### src/rtl/bsr_pkg.sv
package bsr_pkg;

    localparam logic [7:0] AXIS_CENTER = 8'd128;
    localparam logic [3:0] HAT_RELEASED = 4'd15;

    localparam logic [3:0] HAT_N  = 4'd0;
    localparam logic [3:0] HAT_NE = 4'd1;
    localparam logic [3:0] HAT_E  = 4'd2;
    localparam logic [3:0] HAT_SE = 4'd3;
    localparam logic [3:0] HAT_S  = 4'd4;
    localparam logic [3:0] HAT_SW = 4'd5;
    localparam logic [3:0] HAT_W  = 4'd6;
    localparam logic [3:0] HAT_NW = 4'd7;

    typedef struct packed {
        logic [3:0] stick_dirs;
        logic [3:0] c_dirs;
        logic       mod_x;
        logic       mod_y;
        logic       shoulder_l;
        logic       shoulder_r;
        logic [8:0] other_buttons;
    } t_pad_in;

    typedef struct packed {
        logic [10:0] report_buttons;
        logic [3:0]  hat;
        logic [7:0]  stick_x;
        logic [7:0]  stick_y;
        logic [7:0]  cstick_x;
        logic [7:0]  cstick_y;
    } t_pad_out;

    // x in the upper byte, y in the lower byte
    typedef logic [15:0] t_xy;

    // diagonal magnitude select from the raw C bits
    typedef enum logic [2:0] {
        DIAG_CDOWN  = 3'd0,
        DIAG_CLEFT  = 3'd1,
        DIAG_CUP    = 3'd2,
        DIAG_CRIGHT = 3'd3,
        DIAG_NONE   = 3'd4
    } t_diag_sel;

    function automatic logic [7:0] neg8(input logic [7:0] v);
        neg8 = ~v + 8'd1;
    endfunction

    function automatic t_xy diag_mx(input t_diag_sel k);
        unique case (k)
            DIAG_CDOWN:  diag_mx = {8'd189, 8'd177};
            DIAG_CLEFT:  diag_mx = {8'd194, 8'd170};
            DIAG_CUP:    diag_mx = {8'd199, 8'd163};
            DIAG_CRIGHT: diag_mx = {8'd200, 8'd155};
            DIAG_NONE:   diag_mx = {8'd168, 8'd154};
            default:     diag_mx = {8'd168, 8'd154};
        endcase
    endfunction

    function automatic t_xy diag_my(input t_diag_sel k);
        unique case (k)
            DIAG_CDOWN:  diag_my = {8'd177, 8'd189};
            DIAG_CLEFT:  diag_my = {8'd170, 8'd194};
            DIAG_CUP:    diag_my = {8'd163, 8'd199};
            DIAG_CRIGHT: diag_my = {8'd155, 8'd203};
            DIAG_NONE:   diag_my = {8'd166, 8'd177};
            default:     diag_my = {8'd166, 8'd177};
        endcase
    endfunction

endpackage

### src/rtl/bsr_stick.sv
module bsr_stick
    import bsr_pkg::*;
(
    input  logic [3:0] i_stick_dirs,
    input  logic [3:0] i_c_dirs,
    input  logic       i_mod_x,
    input  logic       i_mod_y,
    input  logic       i_shoulder,
    output logic [7:0] o_stick_x,
    output logic [7:0] o_stick_y
);

    logic      left, right, up, down, vert, horiz;
    logic [7:0] mag_x, mag_y, val_x, val_y;
    t_diag_sel diag_k;
    t_xy       diag_xy;

    assign left  = i_stick_dirs[0];
    assign right = i_stick_dirs[1];
    assign up    = i_stick_dirs[2];
    assign down  = i_stick_dirs[3];
    assign vert  = up | down;
    assign horiz = left ^ right;

    always_comb begin
        priority if (i_c_dirs[3]) diag_k = DIAG_CDOWN;
        else if (i_c_dirs[0])     diag_k = DIAG_CLEFT;
        else if (i_c_dirs[2])     diag_k = DIAG_CUP;
        else if (i_c_dirs[1])     diag_k = DIAG_CRIGHT;
        else                      diag_k = DIAG_NONE;
    end

    assign diag_xy = i_mod_x ? diag_mx(diag_k) : diag_my(diag_k);

    always_comb begin
        priority if (vert && horiz) begin
            if (i_shoulder) begin
                priority if (i_mod_x == i_mod_y) {mag_x, mag_y} = {8'd184, 8'd184};
                else if (i_mod_x)              {mag_x, mag_y} = {8'd179, 8'd158};
                else                           {mag_x, mag_y} = {8'd196, 8'd168};
            end else if (i_mod_x != i_mod_y) begin
                {mag_x, mag_y} = diag_xy;
            end else begin
                {mag_x, mag_y} = {8'd184, 8'd184};
            end
        end else if (horiz) begin
            mag_x = (i_mod_x == i_mod_y) ? 8'd208 : (i_mod_x ? 8'd168 : 8'd155);
            mag_y = AXIS_CENTER;
        end else if (vert) begin
            mag_x = AXIS_CENTER;
            mag_y = (i_mod_x == i_mod_y) ? 8'd208 : (i_mod_x ? 8'd151 : 8'd179);
        end else begin
            mag_x = AXIS_CENTER;
            mag_y = AXIS_CENTER;
        end
    end

    assign val_x = (horiz && !right) ? neg8(mag_x) : mag_x;
    assign val_y = (vert && !up) ? neg8(mag_y) : mag_y;

    assign o_stick_x = val_x;
    // report y axis is inverted
    assign o_stick_y = neg8(val_y);

endmodule

### src/rtl/bsr_cstick.sv
module bsr_cstick
    import bsr_pkg::*;
(
    input  logic [3:0] i_c_dirs,
    input  logic       i_mod_x,
    input  logic       i_mod_y,
    input  logic       i_up,
    output logic [7:0] o_cstick_x,
    output logic [7:0] o_cstick_y,
    output logic [3:0] o_hat
);

    logic       cl, cr, cu, cdn, cv, ch, both;
    logic       hl, hr, hu, hd;
    logic [7:0] mag_x, mag_y, val_x, val_y;

    assign cl   = i_c_dirs[0];
    assign cr   = i_c_dirs[1];
    assign cu   = i_c_dirs[2];
    assign cdn  = i_c_dirs[3];
    assign cv   = cu ^ cdn;
    assign ch   = cl ^ cr;
    assign both = i_mod_x & i_mod_y;

    always_comb begin
        priority if (both) begin
            {mag_x, mag_y} = {AXIS_CENTER, AXIS_CENTER};
        end else if (cv && ch) begin
            {mag_x, mag_y} = {8'd184, 8'd184};
        end else if (ch) begin
            // modifier X adds a small vertical tilt following main up
            if (i_mod_x) {mag_x, mag_y} = {8'd195, (i_up ? 8'd153 : 8'd103)};
            else         {mag_x, mag_y} = {8'd208, AXIS_CENTER};
        end else if (cv) begin
            {mag_x, mag_y} = {AXIS_CENTER, 8'd208};
        end else begin
            {mag_x, mag_y} = {AXIS_CENTER, AXIS_CENTER};
        end
    end

    assign val_x = (ch && cl) ? neg8(mag_x) : mag_x;
    assign val_y = (cv && cdn) ? neg8(mag_y) : mag_y;

    assign o_cstick_x = val_x;
    assign o_cstick_y = neg8(val_y);

    assign hl = cl & both;
    assign hr = cr & both;
    assign hu = cu & both;
    assign hd = cdn & both;

    always_comb begin
        priority if (hu && !hl && !hr) o_hat = HAT_N;
        else if (hu && hr)             o_hat = HAT_NE;
        else if (hr && !hd)            o_hat = HAT_E;
        else if (hr && hd)             o_hat = HAT_SE;
        else if (hd && !hl)            o_hat = HAT_S;
        else if (hd && hl)             o_hat = HAT_SW;
        else if (hl && !hu)            o_hat = HAT_W;
        else if (hl && hu)             o_hat = HAT_NW;
        else                           o_hat = HAT_RELEASED;
    end

endmodule

### src/rtl/button_to_analog_stick_report.sv
// Button snapshot to gamepad report.
// Input channel: i_in_valid / o_in_stall carry one t_pad_in snapshot per
// transfer. Output channel: o_out_valid / i_out_stall carry one t_pad_out
// report per transfer. Every snapshot gives exactly one report, in order.
// A snapshot passes from the input register through the mapping logic into
// the result register. Throughput: one snapshot per cycle unless the
// receiver stalls, set by the two-register pipeline; the mapping itself is
// a few levels of selection over constant tables.
// When the receiver stalls, the held report stays put and the input register
// still takes one more snapshot; o_in_stall rises only when both registers
// hold data and the receiver stalls.
// Reset (synchronous, active low) empties both registers; no report is
// offered and the input side is ready in the first cycle after reset.
module button_to_analog_stick_report
    import bsr_pkg::*;
(
    input  logic     i_clk,
    input  logic     i_rst_n,
    input  logic     i_in_valid,
    output logic     o_in_stall,
    input  t_pad_in  i_item,
    output logic     o_out_valid,
    input  logic     i_out_stall,
    output t_pad_out o_report
);

    logic     r_a_valid, r_b_valid;
    t_pad_in  r_a_item;
    t_pad_out r_b_rep;
    t_pad_out n_rep;
    logic     a_take, b_take;

    assign b_take = !r_b_valid || !i_out_stall;
    assign a_take = !r_a_valid || b_take;
    assign o_in_stall = !a_take;

    always_ff @(posedge i_clk) begin
        if (!i_rst_n) begin
            r_a_valid <= 1'b0;
            r_b_valid <= 1'b0;
        end else begin
            if (a_take) r_a_valid <= i_in_valid;
            if (b_take) r_b_valid <= r_a_valid;
        end
    end

    always_ff @(posedge i_clk) begin
        if (a_take && i_in_valid) r_a_item <= i_item;
        if (b_take && r_a_valid)  r_b_rep  <= n_rep;
    end

    bsr_stick u_stick (
        .i_stick_dirs (r_a_item.stick_dirs),
        .i_c_dirs     (r_a_item.c_dirs),
        .i_mod_x      (r_a_item.mod_x),
        .i_mod_y      (r_a_item.mod_y),
        .i_shoulder   (r_a_item.shoulder_l | r_a_item.shoulder_r),
        .o_stick_x    (n_rep.stick_x),
        .o_stick_y    (n_rep.stick_y)
    );

    bsr_cstick u_cstick (
        .i_c_dirs   (r_a_item.c_dirs),
        .i_mod_x    (r_a_item.mod_x),
        .i_mod_y    (r_a_item.mod_y),
        .i_up       (r_a_item.stick_dirs[2]),
        .o_cstick_x (n_rep.cstick_x),
        .o_cstick_y (n_rep.cstick_y),
        .o_hat      (n_rep.hat)
    );

    // shoulders slot in between x and zl
    assign n_rep.report_buttons = {r_a_item.other_buttons[8:4], r_a_item.shoulder_r,
                                   r_a_item.shoulder_l, r_a_item.other_buttons[3:0]};

    assign o_out_valid = r_b_valid;
    assign o_report    = r_b_rep;

    a_stall_only_when_full: assert property (@(posedge i_clk) disable iff (!i_rst_n)
        o_in_stall |-> (r_a_valid && r_b_valid && i_out_stall))
        else $error("input stalled with room in the pipeline");

    a_accept_fills_a: assert property (@(posedge i_clk) disable iff (!i_rst_n)
        (i_in_valid && !o_in_stall) |=> r_a_valid)
        else $error("accepted snapshot lost from input register");

    a_a_moves_to_b: assert property (@(posedge i_clk) disable iff (!i_rst_n)
        (r_a_valid && b_take) |=> o_out_valid)
        else $error("snapshot not passed to result register");

    a_hat_centers_cstick: assert property (@(posedge i_clk) disable iff (!i_rst_n)
        (o_out_valid && o_report.hat != HAT_RELEASED) |->
        (o_report.cstick_x == AXIS_CENTER && o_report.cstick_y == AXIS_CENTER))
        else $error("hat active while c-stick deflected");

endmodule
### config.mk
export PLATFORM = sky130hd
export DESIGN_NAME = button_to_analog_stick_report
export DESIGN_NICKNAME = d
export VERILOG_FILES = /design/src/rtl/bsr_pkg.sv /design/src/rtl/bsr_stick.sv /design/src/rtl/bsr_cstick.sv /design/src/rtl/button_to_analog_stick_report.sv
export SDC_FILE = /design/constraint.sdc
export NUM_CORES = 1
export LEC_CHECK = 0
export BUFFER_PORTS_ARGS = -buffer_cell sky130_fd_sc_hd__buf_2
export CAP_MARGIN = 5
export CORE_MARGIN = 2
export CORE_UTILIZATION = 45
export CTS_CLUSTER_DIAMETER = 80
export DETAILED_ROUTE_END_ITERATION = 8
export GPL_TIMING_DRIVEN = 0
export PLACE_DENSITY_LB_ADDON = 0.2
export SYNTH_ARGS = -nofsm -noshare
export SYNTH_HDL_FRONTEND = slang
export SYNTH_HIERARCHICAL = 1
export SYNTH_SLANG_ARGS = --single-unit
### constraint.sdc
create_clock -name i_clk -period 4.68 [get_ports i_clk]
set_clock_uncertainty 0.1 [all_clocks]
set_input_delay 0.936 -clock i_clk [delete_from_list [all_inputs] [get_ports i_clk]]
set_output_delay 0.936 -clock i_clk [all_outputs]
set_load 0.1 [all_outputs]
# After elaboration in Yosys (flattened, before gate mapping)

Cells that the tools add are included.

Add/sub/neg operators: 6
Equality and inequality tests: 5
Muxes and demuxes: 45
Bitwise gates (word level): 16
Reduce and logical (&&, ||, !) cells: 33

Operators by type and width:

| cell                                                            | count |
|---|---|
| 8-bit 2-to-1 mux                                                | 24 |
| 15-bit one-hot mux with 4 select lines                          | 1 |
| 14-bit one-hot mux with 4 select lines                          | 1 |
| 8-bit by 1-bit adder with 8-bit output, second input constant   | 6 |
| 8-bit NOT                                                       | 6 |
| 3-bit 2-to-1 mux                                                | 7 |
| 7-bit 2-to-1 mux                                                | 3 |
| 6-bit 2-to-1 mux                                                | 3 |
| 1-bit logical AND                                               | 17 |
| 15-bit 2-to-1 mux                                               | 1 |
| 1-bit logical NOT                                               | 10 |
| 7-bit OR reduction                                              | 1 |
| 3-bit by 2-bit == test with 1-bit output, second input constant | 2 |
| 1-bit bitwise AND                                               | 5 |
| 5-bit 2-to-1 mux                                                | 1 |
| 2-bit 2-to-1 mux                                                | 2 |
| 4-bit 2-to-1 mux                                                | 1 |
| 4-bit OR reduction                                              | 1 |
| 3-bit by 1-bit == test with 1-bit output, second input constant | 1 |
| 3-bit logical NOT                                               | 1 |
| 1-bit bitwise XOR                                               | 3 |
| 1-bit logical OR                                                | 2 |
| 1-bit OR                                                        | 2 |
| 2-bit OR reduction                                              | 1 |
| 3 further kinds                                                 | 3 |

Register bits: 70
Bits of input ports: 25
Output and inout port bits: 49
Logic and storage cells: 123

# Depth between registers and ports, before layout

Word-level depth: 15
Gate-level depth with buffers: 16

# Modules after synthesis

The synthesis kept the hierarchy.

Modules (own cells, without submodules):

| module                        | instances | cells each | area an instance (sq um) |
|---|---|---|---|
| button_to_analog_stick_report | 1         | 77         | 2132.0 |
| bsr_stick                     | 1         | 142        | 999.7 |
| bsr_cstick                    | 1         | 91         | 653.1 |

# Least setup slack after synthesis

Ideal clock, no wire load.

Path type: in2reg
Start: input i_out_stall
End: register r_b_rep, in the netlist o_report[0] (enable)
Data arrival time: 4.387 ns
Path slack: -0.330 ns
Stages: 1
Path buffers: 0
Cells stage by stage: a21boi_0

Word-level cells in the longest chain between the ends: 3

Ends and longest elaborated chain:

| item                   | RTL line                            | text |
|---|---|---|
| start: declaration     | button_to_analog_stick_report.sv:23 | `input logic i_out_stall,` |
| 1-bit logical NOT      | button_to_analog_stick_report.sv:33 | `assign b_take = !r_b_valid \|\| !i_out_stall;` |
| 1-bit logical OR       | button_to_analog_stick_report.sv:33 |  |
| 1-bit logical AND      | button_to_analog_stick_report.sv:49 | `if (b_take && r_a_valid) r_b_rep <= n_rep;` |
| end signal: assignment | button_to_analog_stick_report.sv:49 |  |
| end: declaration       | button_to_analog_stick_report.sv:29 | `t_pad_out r_b_rep;` |

No other way between the ends.
A chain may end at the register's enable or synchronous reset.

==> impl_metrics.xml <==
<?xml version="1.0" encoding="UTF-8"?>
<metrics>
  <group name="floorplanning">
    <metric name="dieArea" unit="um2">9160</metric>
    <metric name="initial_core_utilization" unit="%">46.30</metric>
    <metric name="io-pin-count" unit="">74</metric>
    <metric name="floorplan.die.width" unit="um">95.71</metric>
    <metric name="height_of_the_die" unit="um">95.71</metric>
    <metric name="core_region_area" unit="um2">8175</metric>
    <metric name="std_cell_rows" unit="">33</metric>
  </group>
  <group name="synthesis">
    <metric name="post_synth_edffs" unit="">68</metric>
    <metric name="sequential_element_share_of_the_synthesized_area" unit="%">55.01</metric>
    <metric name="synth-async-reset-ratio" unit="%">0</metric>
    <metric name="synthesis.nets" unit="">347</metric>
    <metric name="synth.avg_cell_area" unit="um2">12.21</metric>
    <metric name="synth-seq-cells" unit="">70</metric>
    <metric name="syn_inst" unit="">310</metric>
    <metric name="synthDistinctLibCells" unit="">67</metric>
    <metric name="yosys_warnings" unit="">6</metric>
    <metric name="synthFlopType" unit="">sky130_fd_sc_hd__edfxtp_1</metric>
    <metric name="netlist_area_before_placement" unit="um2">3785</metric>
  </group>
  <group name="clocking">
    <metric name="cts_max_path_buffers" unit="">2</metric>
    <metric name="cts_setup_buffers" unit="">0</metric>
    <metric name="cts_tree" unit="">built</metric>
    <metric name="cts.repair.resized" unit="">0</metric>
    <metric name="root_buffer" unit="">sky130_fd_sc_hd__clkbuf_8</metric>
    <metric name="clk_transition_reported_paths" unit="ps">90</metric>
    <metric name="ctsHoldBuffers" unit="">0</metric>
    <metric name="clock_sinks" unit="">70</metric>
    <metric name="h-tree-depth" unit="">3</metric>
    <metric name="clkLatencyLatePin" unit="ps">350</metric>
    <metric name="cts_made_buffers" unit="">9</metric>
  </group>
  <group name="timing">
    <metric name="clock.fmax" unit="MHz">258.3</metric>
    <metric name="worstMarginPinSlew" unit="ps">707.9</metric>
    <metric name="layout_worst_path_cycle_share" unit="%">82.72</metric>
    <metric name="report.final.setup_viol" unit="">0</metric>
    <metric name="layout_min_cycle_time" unit="ps">3871</metric>
    <metric name="setup_ws" unit="ps">808.8</metric>
    <metric name="timing.setup.tns" unit="ps">0</metric>
    <metric name="rsz0062_at_grt" unit="">no</metric>
    <metric name="worst_slew_margin_rel" unit="%">52.63</metric>
    <metric name="hold_viol" unit="">0</metric>
    <metric name="final-max-slew-violation-count" unit="">0</metric>
  </group>
  <group name="placement">
    <metric name="detailedPlacementHpwl" unit="um">5144</metric>
    <metric name="port_buffers" unit="">73</metric>
    <metric name="place.gp.congestion" unit="">0.8572</metric>
    <metric name="dp_worst_setup_slack" unit="ps">852.6</metric>
  </group>
  <group name="pwr">
    <metric name="p_sw_share" unit="%">37.06</metric>
    <metric name="net-switching-power" unit="mW">0.6412</metric>
    <metric name="clkPwrFrac" unit="%">28.2</metric>
    <metric name="cellPowerDensity" unit="nW/um2">379.4</metric>
    <metric name="irDropWorstVdd" unit="V">0.0001979</metric>
    <metric name="leakagePower" unit="nW">1.778</metric>
    <metric name="power.internal" unit="mW">1.089</metric>
    <metric name="seqPwrFrac" unit="%">43.8</metric>
    <metric name="combinationalPowerShare" unit="%">28.0</metric>
  </group>
  <group name="layout">
    <metric name="final_core_util" unit="%">55.79</metric>
    <metric name="n_fill_cell" unit="">714</metric>
    <metric name="drive_above_1_share" unit="%">33.08</metric>
    <metric name="n_antenna_cell" unit="">0</metric>
    <metric name="design.final.nets" unit="">434</metric>
    <metric name="area_added_between_synthesis_and_finish" unit="%">20.50</metric>
  </group>
  <group name="worst_setup_path">
    <metric name="end_kind" unit="">flip-flop</metric>
    <metric name="critical_path.max_fanout" unit="">10</metric>
    <metric name="cp_data_arrival_time" unit="ps">3860</metric>
    <metric name="worst_reg_to_reg_setup_slack" unit="ps">810</metric>
    <metric name="r2r-start" unit="">r_a_item[12]</metric>
    <metric name="r2r_cells" unit="">13</metric>
    <metric name="critPathKind" unit="">reg -&gt; reg</metric>
    <metric name="cp_data_required_time" unit="ps">4670</metric>
    <metric name="regToRegEndpoint" unit="">o_report[22]</metric>
    <metric name="critical_path_source_type" unit="">flip-flop</metric>
  </group>
  <group name="global_route">
    <metric name="grt_first_pass_wirelength" unit="um">11790</metric>
    <metric name="grt_start_max_net_pins" unit="">26</metric>
    <metric name="grt_antenna_before_repair" unit="">0</metric>
    <metric name="via_count_of_the_first_global_routing_pass" unit="">2433</metric>
    <metric name="grt.total_usage" unit="%">17.08</metric>
    <metric name="grt.overflow.total" unit="">0</metric>
  </group>
  <group name="routing">
    <metric name="finalWirelength" unit="um">7252</metric>
    <metric name="drt_pass1_iterations" unit="">4</metric>
    <metric name="detailroute.via_count" unit="">2641</metric>
    <metric name="detail_route.iter0.violations" unit="">156</metric>
    <metric name="postRouteAntennaNets" unit="">0</metric>
    <metric name="via_count_normalized_by_instance_count" unit="">5.209</metric>
    <metric name="routedWlPerCell" unit="um">14.30</metric>
    <metric name="drc_errors" unit="">0</metric>
  </group>
  <group name="worst_hold_path">
    <metric name="min_to" unit="">o_report[43]</metric>
    <metric name="worst_hold_path.num_cells" unit="">0</metric>
    <metric name="worstHoldStart" unit="">n_rep[43]</metric>
    <metric name="worstHoldPathType" unit="">reg -&gt; reg</metric>
  </group>
  <group name="run_status">
    <metric name="status" unit="">finished, final reports clean</metric>
  </group>
  <group name="job">
    <metric name="max_cap_violations" unit="">0</metric>
  </group>
</metrics>
[layout make-up]
| type | instances | area (um2) | area share, % |
|---|---|---|---|
| buffer | 15 | 110.1 | 2.414 |
| clock buffer | 9 | 123.9 | 2.716 |
| clock inverter | 7 | 71.32 | 1.564 |
| inverter | 15 | 58.81 | 1.289 |
| multi-input combinational | 210 | 1548 | 33.94 |
| sequential | 70 | 2082 | 45.65 |
| tap | 105 | 131.4 | 2.881 |
| timing repair buffer | 76 | 435.4 | 9.547 |
[state kept, by name, summed over array words and instances, names as in the netlist]
register	count
n_rep	11
r_a_valid	1
o_out_valid	1
r_a_item	10
o_report	47
[power by group through the flow]
stage | Clock [mW] | Sequential, mW | Combinational [mW]
6_report | 0.487 | 0.758 | 0.485
3_5_place_dp | 0 | 0.773 | 0.485
3_3_place_gp | 0 | 0.774 | 0.470
4_1_cts | 0.504 | 0.759 | 0.487
5_1_grt | 0.526 | 0.763 | 0.519
2_1_floorplan | 0 | 0.965 | 0.208
[stage by stage]
stage	area (um2)	hold slack, ps	power, mW	instances
floorplan	3785	300.3	1.172	310
global placement	4282	302.6	1.244	488
detailed placement	4365	304.5	1.258	491
CTS	4561	327.2	1.749	507
global route	4561	333.5	1.808	507
finish	4561	325.6	1.730	507
[cell families after synthesis]
logic type / after synthesis / share of synthesized area, %
flip-flops: 70 / 55.01
XOR/XNOR: 22 / 5.289
multiplexers: 4 / 1.091
AO/OA/AOI/OAI: 78 / 16.30
AND/OR/NAND/NOR: 94 / 13.88
buffers and inverters: 30 / 4.462
adder cells (fa/ha/maj): 12 / 3.967
[cells in the final DEF, fill, tap and decap left out, drive strengths merged, types with 4 or more instances in the layout]
cell | Yosys | routed
a21oi | 22 | 22
nor3 | 5 | 5
ha | 12 | 12
clkbuf | 1 | 10
o211ai | 4 | 4
o21ai | 14 | 14
nor2b | 11 | 11
xnor2 | 11 | 11
a31oi | 4 | 4
inv | 15 | 21
nand2 | 21 | 21
buf | 14 | 90
edfxtp | 68 | 68
o31ai | 4 | 4
nand3 | 7 | 7
nand3b | 4 | 4
nor2 | 25 | 25
xor2 | 11 | 11
o21a | 5 | 5
nand2b | 6 | 6
[critical path: stages, from the launching register on]
cell	delay, ps
sky130_fd_sc_hd__edfxtp_1	550
sky130_fd_sc_hd__buf_2	290
sky130_fd_sc_hd__inv_1	90
sky130_fd_sc_hd__ha_1	430
sky130_fd_sc_hd__nor3_2	400
sky130_fd_sc_hd__o21ai_2	130
sky130_fd_sc_hd__a21oi_2	290
sky130_fd_sc_hd__inv_1	80
sky130_fd_sc_hd__ha_1	310
sky130_fd_sc_hd__mux2i_1	140
sky130_fd_sc_hd__ha_1	240
sky130_fd_sc_hd__nand2_1	100
sky130_fd_sc_hd__o41ai_2	360
sky130_fd_sc_hd__xor2_1	110
[cells in the mapped netlist, drive strengths merged (2+ instances only)]
library cell	count	area share, %
nand3	7	0.93
a21boi	3	0.79
a21o	3	0.59
o21bai	2	0.40
a31oi	4	0.66
nor4b	2	0.46
dfxtp	2	1.1
xor2	11	2.7
nor2	25	2.5
nand2b	6	1.2
ha	12	4.0
and2	2	0.33
edfxtp	68	54
o31ai	4	1.4
nor3	5	0.79
nand2	21	2.3
xnor2	11	2.5
o21ba	3	0.96
mux2i	3	0.79
nand3b	4	0.79
nand4b	3	0.69
a21oi	22	3.0
and4bb	2	0.76
a32o	2	0.53
o41ai	3	1.1
nor2b	11	1.8
buf	14	2.8
o211ai	4	1.2
o21a	5	0.99
inv	15	1.6
o21ai	14	2.0
or2	2	0.33
[routing by layer]
layer	track usage (%)	up-vias	share of wire, %	wire length (um)
met4	7.500	0	1.6	117
met1	24.05	1219	47	3437
li1	-	1326	-	-
met2	25.06	85	44	3170
met3	4.229	11	7.3	526
met5	0	-	0	0
[worst max-delay path by stage]
stage,from,to,slack (ps),depth (start not counted)
3_3_place_gp,i_out_stall,o_report[34],-190,2
5_1_grt,r_a_item[12],o_report[22],490,13
3_5_place_dp,r_a_item[12],o_report[22],850,13
2_1_floorplan,i_out_stall,o_report[0],920,1
4_1_cts,r_a_item[12],o_report[22],830,13
6_report,r_a_item[12],o_report[22],810,13
(Power assumes the default switching activity.)
